$ cat config.mk
export PLATFORM = sky130hd
export DESIGN_NAME = modular_exponentiation_core
export DESIGN_NICKNAME = d
export VERILOG_FILES = /design/src/rtl/mexp_pkg.sv /design/src/rtl/modular_exponentiation_core.sv /design/src/rtl/mexp_modmul.sv /design/src/rtl/mexp_useq.sv
export SDC_FILE = /design/constraint.sdc
export NUM_CORES = 1
export LEC_CHECK = 0
export BUFFER_PORTS_ARGS = -buffer_cell sky130_fd_sc_hd__buf_2
export CORE_ASPECT_RATIO = 1.75
export CORE_UTILIZATION = 41
export DETAILED_ROUTE_END_ITERATION = 8
export MAX_ROUTING_LAYER = met4
export PLACE_DENSITY_LB_ADDON = 0.12
export SETUP_SLACK_MARGIN = 0.02
export SYNTH_ARGS = -nofsm -noshare
export SYNTH_HDL_FRONTEND = slang
export SYNTH_HIERARCHICAL = 1
export SYNTH_SLANG_ARGS = --single-unit
$ cat constraint.sdc
create_clock -name clk -period 13.5 [get_ports clk]
set_input_delay 2.025 -clock clk [delete_from_list [all_inputs] [get_ports clk]]
set_output_delay 2.025 -clock clk [all_outputs]
set_load 0.01 [all_outputs]
$ cat src/rtl/mexp_pkg.sv
// ============================================================================
// mexp_pkg
// Shared types, constants and the microcode program of the modular
// exponentiation core.
// ============================================================================
package mexp_pkg;

    localparam int DATA_W            = 32;
    localparam int OPERAND_WIDTH_DEF = 32;
    localparam logic [DATA_W-1:0] MODULUS_RESET = 32'd1;

    localparam int PC_W = 4;

    // program step addresses
    localparam logic [PC_W-1:0] PC_IDLE     = 4'd0;
    localparam logic [PC_W-1:0] PC_TEST_MOD = 4'd1;
    localparam logic [PC_W-1:0] PC_TEST_EXP = 4'd2;
    localparam logic [PC_W-1:0] PC_REDUCE   = 4'd3;
    localparam logic [PC_W-1:0] PC_TEST_BIT = 4'd4;
    localparam logic [PC_W-1:0] PC_MULTIPLY = 4'd5;
    localparam logic [PC_W-1:0] PC_SQUARE   = 4'd6;
    localparam logic [PC_W-1:0] PC_LOOP     = 4'd7;
    localparam logic [PC_W-1:0] PC_EMIT_ACC = 4'd8;
    localparam logic [PC_W-1:0] PC_EMIT_ONE = 4'd9;
    localparam logic [PC_W-1:0] PC_EMIT_ERR = 4'd10;

    typedef enum logic [1:0] {
        MUL_NONE   = 2'd0,
        MUL_REDUCE = 2'd1,   // sq  <- base * 1 mod m
        MUL_ACC    = 2'd2,   // acc <- acc * sq mod m
        MUL_SQUARE = 2'd3    // sq  <- sq * sq mod m
    } mul_op_t;

    typedef enum logic [1:0] {
        EMIT_NONE = 2'd0,
        EMIT_ACC  = 2'd1,
        EMIT_ONE  = 2'd2,
        EMIT_ERR  = 2'd3
    } emit_t;

    typedef enum logic [2:0] {
        COND_NEXT     = 3'd0,
        COND_ALWAYS   = 3'd1,
        COND_MOD_ZERO = 3'd2,
        COND_EXP_ZERO = 3'd3,
        COND_BIT_CLR  = 3'd4,
        COND_EXP_NZ   = 3'd5
    } cond_t;

    typedef struct packed {
        logic            wait_in;
        mul_op_t         mul;
        emit_t           emit;
        cond_t           cond;
        logic [PC_W-1:0] target;
    } ucode_t;

    // datapath status seen by the sequencer
    typedef struct packed {
        logic in_valid;
        logic mul_done;
        logic out_free;
        logic mod_zero;
        logic exp_zero;
        logic exp_lsb;
        logic exp_nz;
    } mexp_stat_t;

    // per-cycle strobes from the sequencer
    typedef struct packed {
        logic    in_beat;
        logic    mul_start;
        logic    mul_fin;
        logic    emit_go;
        mul_op_t mul;
        emit_t   emit;
    } mexp_ctrl_t;

    function automatic ucode_t ucode_rom(input logic [PC_W-1:0] pc);
        ucode_t w;
        w = '{wait_in: 1'b0, mul: MUL_NONE, emit: EMIT_NONE,
              cond: COND_ALWAYS, target: PC_IDLE};
        unique case (pc)
            PC_IDLE:     w = '{1'b1, MUL_NONE,   EMIT_NONE, COND_NEXT,     PC_IDLE};
            PC_TEST_MOD: w = '{1'b0, MUL_NONE,   EMIT_NONE, COND_MOD_ZERO, PC_EMIT_ERR};
            PC_TEST_EXP: w = '{1'b0, MUL_NONE,   EMIT_NONE, COND_EXP_ZERO, PC_EMIT_ONE};
            PC_REDUCE:   w = '{1'b0, MUL_REDUCE, EMIT_NONE, COND_NEXT,     PC_IDLE};
            PC_TEST_BIT: w = '{1'b0, MUL_NONE,   EMIT_NONE, COND_BIT_CLR,  PC_SQUARE};
            PC_MULTIPLY: w = '{1'b0, MUL_ACC,    EMIT_NONE, COND_NEXT,     PC_IDLE};
            PC_SQUARE:   w = '{1'b0, MUL_SQUARE, EMIT_NONE, COND_NEXT,     PC_IDLE};
            PC_LOOP:     w = '{1'b0, MUL_NONE,   EMIT_NONE, COND_EXP_NZ,   PC_TEST_BIT};
            PC_EMIT_ACC: w = '{1'b0, MUL_NONE,   EMIT_ACC,  COND_ALWAYS,   PC_IDLE};
            PC_EMIT_ONE: w = '{1'b0, MUL_NONE,   EMIT_ONE,  COND_ALWAYS,   PC_IDLE};
            PC_EMIT_ERR: w = '{1'b0, MUL_NONE,   EMIT_ERR,  COND_ALWAYS,   PC_IDLE};
            default:     w = '{1'b0, MUL_NONE,   EMIT_NONE, COND_ALWAYS,   PC_IDLE};
        endcase
        return w;
    endfunction

endpackage

$ cat src/rtl/modular_exponentiation_core.sv
// ============================================================================
// modular_exponentiation_core
// base ** exponent mod modulus by right-to-left square-and-multiply,
// run by a microcoded sequencer around a bit-serial modular multiplier.
// ============================================================================
//  channel | signals                              | direction
//  --------+--------------------------------------+----------
//  in      | in_valid, in_ready, base, exponent   | to core
//  out     | out_valid, out_ready, power_result,  | from core
//          | zero_modulus_error                   |
//  cfg     | cfg_wr_en, cfg_wr_data (modulus)     | to core
//
// One item at a time. A modular multiply works one multiplier bit per cycle
// (W = OPERAND_WIDTH); an item takes longer for long exponents, while a zero
// exponent or a zero modulus skips the multiplies. A finished result waits
// in the output register while the next beat is taken; the core stalls on
// the output only when it must emit a second one.
// Reset sets the modulus to 1 and empties the output register.
// ============================================================================
module modular_exponentiation_core #(
    parameter int OPERAND_WIDTH = mexp_pkg::OPERAND_WIDTH_DEF
) (
    input  logic                        clk,
    input  logic                        rst_n,
    input  logic                        cfg_wr_en,
    input  logic [mexp_pkg::DATA_W-1:0] cfg_wr_data,
    input  logic                        in_valid,
    output logic                        in_ready,
    input  logic [mexp_pkg::DATA_W-1:0] base,
    input  logic [mexp_pkg::DATA_W-1:0] exponent,
    output logic                        out_valid,
    input  logic                        out_ready,
    output logic [mexp_pkg::DATA_W-1:0] power_result,
    output logic                        zero_modulus_error
);

    localparam int W  = OPERAND_WIDTH;
    localparam int DW = mexp_pkg::DATA_W;

    logic [DW-1:0] modulus_reg;
    logic [W-1:0]  base_reg;
    logic [W-1:0]  exp_reg;
    logic [W-1:0]  acc_reg;
    logic [W-1:0]  sq_reg;
    logic          out_valid_reg;
    logic [DW-1:0] result_reg;
    logic          err_reg;

    logic [W-1:0]  m;
    logic [W-1:0]  mul_a;
    logic [W-1:0]  mul_b;
    logic [W-1:0]  mul_res;
    logic          mul_done;

    mexp_pkg::mexp_stat_t stat;
    mexp_pkg::mexp_ctrl_t ctrl;

    assign m = modulus_reg[W-1:0];

    always_comb
    begin
        stat.in_valid = in_valid;
        stat.mul_done = mul_done;
        stat.out_free = !out_valid_reg || out_ready;
        stat.mod_zero = (m == '0);
        stat.exp_zero = (exp_reg == '0);
        stat.exp_lsb  = exp_reg[0];
        stat.exp_nz   = (exp_reg != '0);
    end

    mexp_useq u_useq (
        .clk      (clk),
        .rst_n    (rst_n),
        .stat     (stat),
        .in_ready (in_ready),
        .ctrl     (ctrl)
    );

    always_comb
    begin
        case (ctrl.mul)
            mexp_pkg::MUL_REDUCE:
            begin
                mul_a = base_reg;
                mul_b = W'(1);
            end
            mexp_pkg::MUL_ACC:
            begin
                mul_a = acc_reg;
                mul_b = sq_reg;
            end
            default:
            begin
                mul_a = sq_reg;
                mul_b = sq_reg;
            end
        endcase
    end

    mexp_modmul #(
        .OPERAND_WIDTH (W)
    ) u_modmul (
        .clk    (clk),
        .rst_n  (rst_n),
        .start  (ctrl.mul_start),
        .a      (mul_a),
        .b      (mul_b),
        .m      (m),
        .done   (mul_done),
        .result (mul_res)
    );

    always_ff @(posedge clk or negedge rst_n)
    begin
        if (!rst_n)
            modulus_reg <= mexp_pkg::MODULUS_RESET;
        else if (cfg_wr_en)
            modulus_reg <= cfg_wr_data;
    end

    // operand registers
    always_ff @(posedge clk)
    begin
        if (ctrl.in_beat)
        begin
            base_reg <= base[W-1:0];
            exp_reg  <= exponent[W-1:0];
            acc_reg  <= W'(1);
        end
        else if (ctrl.mul_fin)
        begin
            case (ctrl.mul)
                mexp_pkg::MUL_ACC:
                    acc_reg <= mul_res;
                mexp_pkg::MUL_SQUARE:
                begin
                    sq_reg  <= mul_res;
                    exp_reg <= exp_reg >> 1;
                end
                default:
                    sq_reg <= mul_res;
            endcase
        end
    end

    // output register
    always_ff @(posedge clk or negedge rst_n)
    begin
        if (!rst_n)
            out_valid_reg <= 1'b0;
        else if (ctrl.emit_go)
            out_valid_reg <= 1'b1;
        else if (out_ready)
            out_valid_reg <= 1'b0;
    end

    always_ff @(posedge clk)
    begin
        if (ctrl.emit_go)
        begin
            case (ctrl.emit)
                mexp_pkg::EMIT_ACC:
                begin
                    result_reg <= DW'(acc_reg);
                    err_reg    <= 1'b0;
                end
                mexp_pkg::EMIT_ONE:
                begin
                    result_reg <= DW'(1);
                    err_reg    <= 1'b0;
                end
                default:
                begin
                    result_reg <= '0;
                    err_reg    <= 1'b1;
                end
            endcase
        end
    end

    assign out_valid          = out_valid_reg;
    assign power_result       = result_reg;
    assign zero_modulus_error = err_reg;

endmodule

$ cat src/rtl/mexp_modmul.sv
// ============================================================================
// mexp_modmul
// Interleaved modular multiplier: result = a * b mod m, one bit of a per
// cycle from the MSB. Requires b <= m and m != 0; a may be any value.
// ============================================================================
module mexp_modmul #(
    parameter int OPERAND_WIDTH = mexp_pkg::OPERAND_WIDTH_DEF
) (
    input  logic                     clk,
    input  logic                     rst_n,
    input  logic                     start,
    input  logic [OPERAND_WIDTH-1:0] a,
    input  logic [OPERAND_WIDTH-1:0] b,
    input  logic [OPERAND_WIDTH-1:0] m,
    output logic                     done,
    output logic [OPERAND_WIDTH-1:0] result
);

    localparam int W  = OPERAND_WIDTH;
    localparam int CW = $clog2(W);

    logic [W-1:0]  a_reg;
    logic [W-1:0]  b_reg;
    logic [W-1:0]  r_reg;
    logic [W-1:0]  r_next;
    logic [CW-1:0] cnt_reg;
    logic          busy_reg;
    logic          done_reg;

    logic [W:0] dbl;
    logic [W:0] dbl_red;
    logic [W:0] sum;
    logic [W:0] sum_red;
    logic [W:0] m_ext;

    always_comb
    begin
        m_ext   = {1'b0, m};
        dbl     = {r_reg, 1'b0};
        dbl_red = (dbl >= m_ext) ? dbl - m_ext : dbl;
        sum     = {1'b0, dbl_red[W-1:0]} + (a_reg[W-1] ? {1'b0, b_reg} : '0);
        sum_red = (sum >= m_ext) ? sum - m_ext : sum;
        r_next  = sum_red[W-1:0];
    end

    always_ff @(posedge clk or negedge rst_n)
    begin
        if (!rst_n)
        begin
            busy_reg <= 1'b0;
            done_reg <= 1'b0;
            cnt_reg  <= '0;
        end
        else
        begin
            done_reg <= 1'b0;
            if (start)
            begin
                busy_reg <= 1'b1;
                cnt_reg  <= '0;
            end
            else if (busy_reg)
            begin
                cnt_reg <= cnt_reg + 1'b1;
                if (cnt_reg == CW'(W - 1))
                begin
                    busy_reg <= 1'b0;
                    done_reg <= 1'b1;
                end
            end
        end
    end

    always_ff @(posedge clk)
    begin
        if (start)
        begin
            a_reg <= a;
            b_reg <= b;
            r_reg <= '0;
        end
        else if (busy_reg)
        begin
            a_reg <= a_reg << 1;
            r_reg <= r_next;
        end
    end

    assign done   = done_reg;
    assign result = r_reg;

endmodule

$ cat src/rtl/mexp_useq.sv
// ============================================================================
// mexp_useq
// Microcode sequencer: program counter over the control ROM, stall
// handling for input, multiplier and output, and conditional jumps.
// ============================================================================
module mexp_useq (
    input  logic                 clk,
    input  logic                 rst_n,
    input  mexp_pkg::mexp_stat_t stat,
    output logic                 in_ready,
    output mexp_pkg::mexp_ctrl_t ctrl
);

    logic [mexp_pkg::PC_W-1:0] pc_reg;
    logic [mexp_pkg::PC_W-1:0] pc_next;
    logic                      mul_run_reg;
    logic                      mul_run_next;
    mexp_pkg::ucode_t          word;
    logic                      has_mul;
    logic                      has_emit;
    logic                      hold;
    logic                      take;

    always_comb
    begin
        word     = mexp_pkg::ucode_rom(pc_reg);
        has_mul  = (word.mul != mexp_pkg::MUL_NONE);
        has_emit = (word.emit != mexp_pkg::EMIT_NONE);

        hold = (word.wait_in && !stat.in_valid)
            || (has_mul && !(mul_run_reg && stat.mul_done))
            || (has_emit && !stat.out_free);

        unique case (word.cond)
            mexp_pkg::COND_NEXT:     take = 1'b0;
            mexp_pkg::COND_ALWAYS:   take = 1'b1;
            mexp_pkg::COND_MOD_ZERO: take = stat.mod_zero;
            mexp_pkg::COND_EXP_ZERO: take = stat.exp_zero;
            mexp_pkg::COND_BIT_CLR:  take = !stat.exp_lsb;
            mexp_pkg::COND_EXP_NZ:   take = stat.exp_nz;
            default:                 take = 1'b0;
        endcase

        if (hold)
            pc_next = pc_reg;
        else if (take)
            pc_next = word.target;
        else
            pc_next = pc_reg + 1'b1;

        ctrl.in_beat   = word.wait_in && stat.in_valid;
        ctrl.mul_start = has_mul && !mul_run_reg;
        ctrl.mul_fin   = has_mul && mul_run_reg && stat.mul_done;
        ctrl.emit_go   = has_emit && stat.out_free;
        ctrl.mul       = word.mul;
        ctrl.emit      = word.emit;

        if (ctrl.mul_start)
            mul_run_next = 1'b1;
        else if (ctrl.mul_fin)
            mul_run_next = 1'b0;
        else
            mul_run_next = mul_run_reg;
    end

    always_ff @(posedge clk or negedge rst_n)
    begin
        if (!rst_n)
        begin
            pc_reg      <= mexp_pkg::PC_IDLE;
            mul_run_reg <= 1'b0;
        end
        else
        begin
            pc_reg      <= pc_next;
            mul_run_reg <= mul_run_next;
        end
    end

    assign in_ready = word.wait_in;

endmodule

==> key figures <==
Worst hold path
  – Hold Path Depth: 2
  – Min-delay src: acc_reg[26]
  – HP Class: reg2reg
  – Hold Path End: acc_reg[26]

Floorplanning
  – Row cnt: 101
  – Starting Density: 41.55%
  – Core Area: 43470 um^2
  – Die area: 44930 um^2
  – DIE WIDTH: 160.7 um
  – Die Ht: 279.7 um
  – I/O pin count: 136

Setup path
  – Max stage delay on crit path: 0.65 ns
  – CP max stage cell: a221oi_1
  – Reg2Reg Setup Slack: 4.12 ns
  – Critical path type: reg2reg
  – CP Data Required Time: 14.00 ns
  – Worst setup SP type: flip-flop
  – Worst R2R End: u_modmul/result[27]
  – Worst endpoint data arrival time: 9.88 ns
  – Worst-case reg-to-reg path depth: 34
  – Worst-path maximum fanout: 33
  – Crit end category: flip-flop
  – Worst reg2reg startpoint: m[6]

Yosys
  – Mean post-synth cell area: 10.45 um^2
  – Top cells by area, synth: edfxtp_1, mux2_2, ha_1, dfxtp_1, dfrtp_1
  – Post-synthesis cell count: 1728
  – Yosys reg bits: 302
  – Total number of yosys warnings: 6
  – Synth area leader: edfxtp_1
  – Sequential area share after synthesis: 45.42%
  – Number of flops mapped to enable cells by yosys: 193
  – Syn_nets: 1939
  – Yosys cell types: 83
  – Post-synth top area share: 32.09%
  – Asr flop ratio synth: 14.90%
  – Dominant synthesized flop cell: edfxtp_1
  – Cell area after synthesis: 18060 um^2

Timing
  – Min Tclk post-route: 9.381 ns
  – Worst slew pin tran: 1.068 ns
  – F_max: 106.6 MHz
  – Clock Skew: 0.01290 ns
  – Period utilisation layout: 69.49%
  – Final WS setup: 4.119 ns
  – RSZ-0062 raised after global routing: false
  – Final Max Slew Viols: 0
  – Setup tns final: 0 ns
  – Setup violators final: 0
  – Hold Vio Cnt, Final: 0
  – Max transition margin: 28.78%

Global routing
  – Gr ovfl total: 0
  – Vias in the first global route: 13.42k
  – Initial antenna violation count: 0
  – First-pass GRT wire length: 73870 um
  – Total Routing Usage GR: 21.38%
  – Largest net degree at the start of global routing: 67

Layout
  – Area Growth Syn to Fin: 12.46%
  – # diodes: 0
  – Share of layout cells above drive strength 1: 19.72%
  – Final #Nets: 2047

Clock network
  – # resized after CTS: 0
  – Clk_lat worst skew: 0.58 ns
  – Htree depth: 1
  – Clk sinks: 302
  – Hold-fix buffers, CTS: 0
  – Post-CTS setup buffers: 0
  – CTS tree: yes
  – TritonCTS Buffers: 31
  – Max Root-Sink Buffers: 3
  – Root Driver: clkbuf_16
  – Clock transition at path regs: 0.07 ns

Place
  – Dpl hpwl: 35250 um
  – Routability congestion estimate: 0.8676
  – Place WS: 4.262 ns
  – IO buf count: 135

Detailed routing
  – Pre-antenna DRT Iters: 8
  – DRT iter0 DRCs: 623
  – Via Count: 13.20k
  – Vias per cell: 5.437
  – Total Wirelength: 46810 um
  – Drt drc: 0
  – Drt wl/cell: 19.29 um
  – ANT nets after route: 0

Status
  – Outcome: complete, no violations

Run
  – Max-cap violations: 0
cell usage after synthesis, types with 36 or more instances:
library cell	n
xnor2_1	50
inv_1	70
nand2_1	168
and2_1	71
dfxtp_1	64
nor2b_1	41
nor2_1	100
edfxtp_1	193
a21o_1	62
a21oi_1	91
mux2_2	122
dfrtp_1	44
o21ai_0	88
ha_1	107
clkbuf_1	36
critical path: cells and delay by family, from the launching register on:
family	cells	cell delay (ns)
AO/OA/AOI/OAI	20	5.36
flip-flops	1	0.37
AND/OR/NAND/NOR	7	1.29
adder cells (fa/ha/maj)	3	1.05
buffers and inverters	3	0.78
multiplexers	1	0.39
worst max path at each step:
stage / slack, ns / endpoint / cells past startpoint / start
detailed placement: 4.26 / u_modmul/result[27] / 34 / m[15]
global placement: 4.48 / u_modmul/result[27] / 34 / m[6]
floorplan: 6.11 / u_modmul/result[28] / 34 / m[15]
CTS: 4.23 / u_modmul/result[27] / 34 / m[15]
finish: 4.12 / u_modmul/result[27] / 34 / m[6]
global route: 3.51 / u_modmul/result[27] / 34 / m[15]
layout by cell type (no fill, tap or decap), types with 6 or more instances in the layout:
cell type and instances:
nor2_1 100, clkinv_2 7, a31oi_1 11, dfxtp_1 64
nor4_1 19, or2_2 6, nand4_1 17, o21ai_0 88
inv_1 70, mux2i_1 28, o21bai_1 10, a211oi_1 28
clkbuf_16 31, nor2b_1 41, dfrtp_1 43, nand2b_1 15
xnor2_1 50, a21oi_2 13, mux2_2 122, and3_1 12
buf_4 17, edfxtp_1 193, o21a_1 14, nand2_1 168
xor2_1 29, buf_2 135, a21o_1 62, ha_1 105
nor3_1 17, and2_1 71, nand3_1 21, a22oi_1 32
a21oi_1 91
final cells by class:
type,instances,area (um^2)
Fill cell,4196,23160
Timing Repair Buffer,152,803.3
Multi-Input combinational cell,1279,9236
Clock inverter,23,276.5
Clock buffer,35,820.8
Tap cell,566,708.2
Sequential cell,302,8205
Inverter,70,262.8
metal layers:
| metal | routed length (um) | GRT usage, % | up-vias | share of wire (%) |
|---|---|---|---|---|
| met5 | 0 | - | - | 0 |
| met4 | 1355 | 7.155 | 0 | 2.9 |
| met1 | 20590 | 26.35 | 6299 | 44 |
| li1 | - | - | 6555 | - |
| met2 | 23390 | 36.71 | 269 | 50 |
| met3 | 1477 | 1.792 | 72 | 3.2 |
cells by family after synthesis:
group,after synthesis,synth area share (%)
and+or+nand+nor,507,13.72
AOI/OAI and AO/OA,428,16.20
DFF,302,45.42
muxes,155,9.469
buffers and inverters,147,3.623
adders and majority gates,110,7.745
xor gates and xnor gates,79,3.831
through the flow:
stage               cell area (um^2)  hold slack (ns)  util (%)  cells
finish                         20310           0.4728     46.73   2427
global placement               19220           0.4617     44.20   2369
floorplan                      18060           0.4440         -   1728
detailed placement             19220           0.4655     44.20   2369
global route                   20310           0.4935     46.73   2427
CTS                            20310           0.4744     46.73   2427
Power is not shown: default switching activity piles up to over one toggle a cycle in this logic, so the estimate is an artifact.
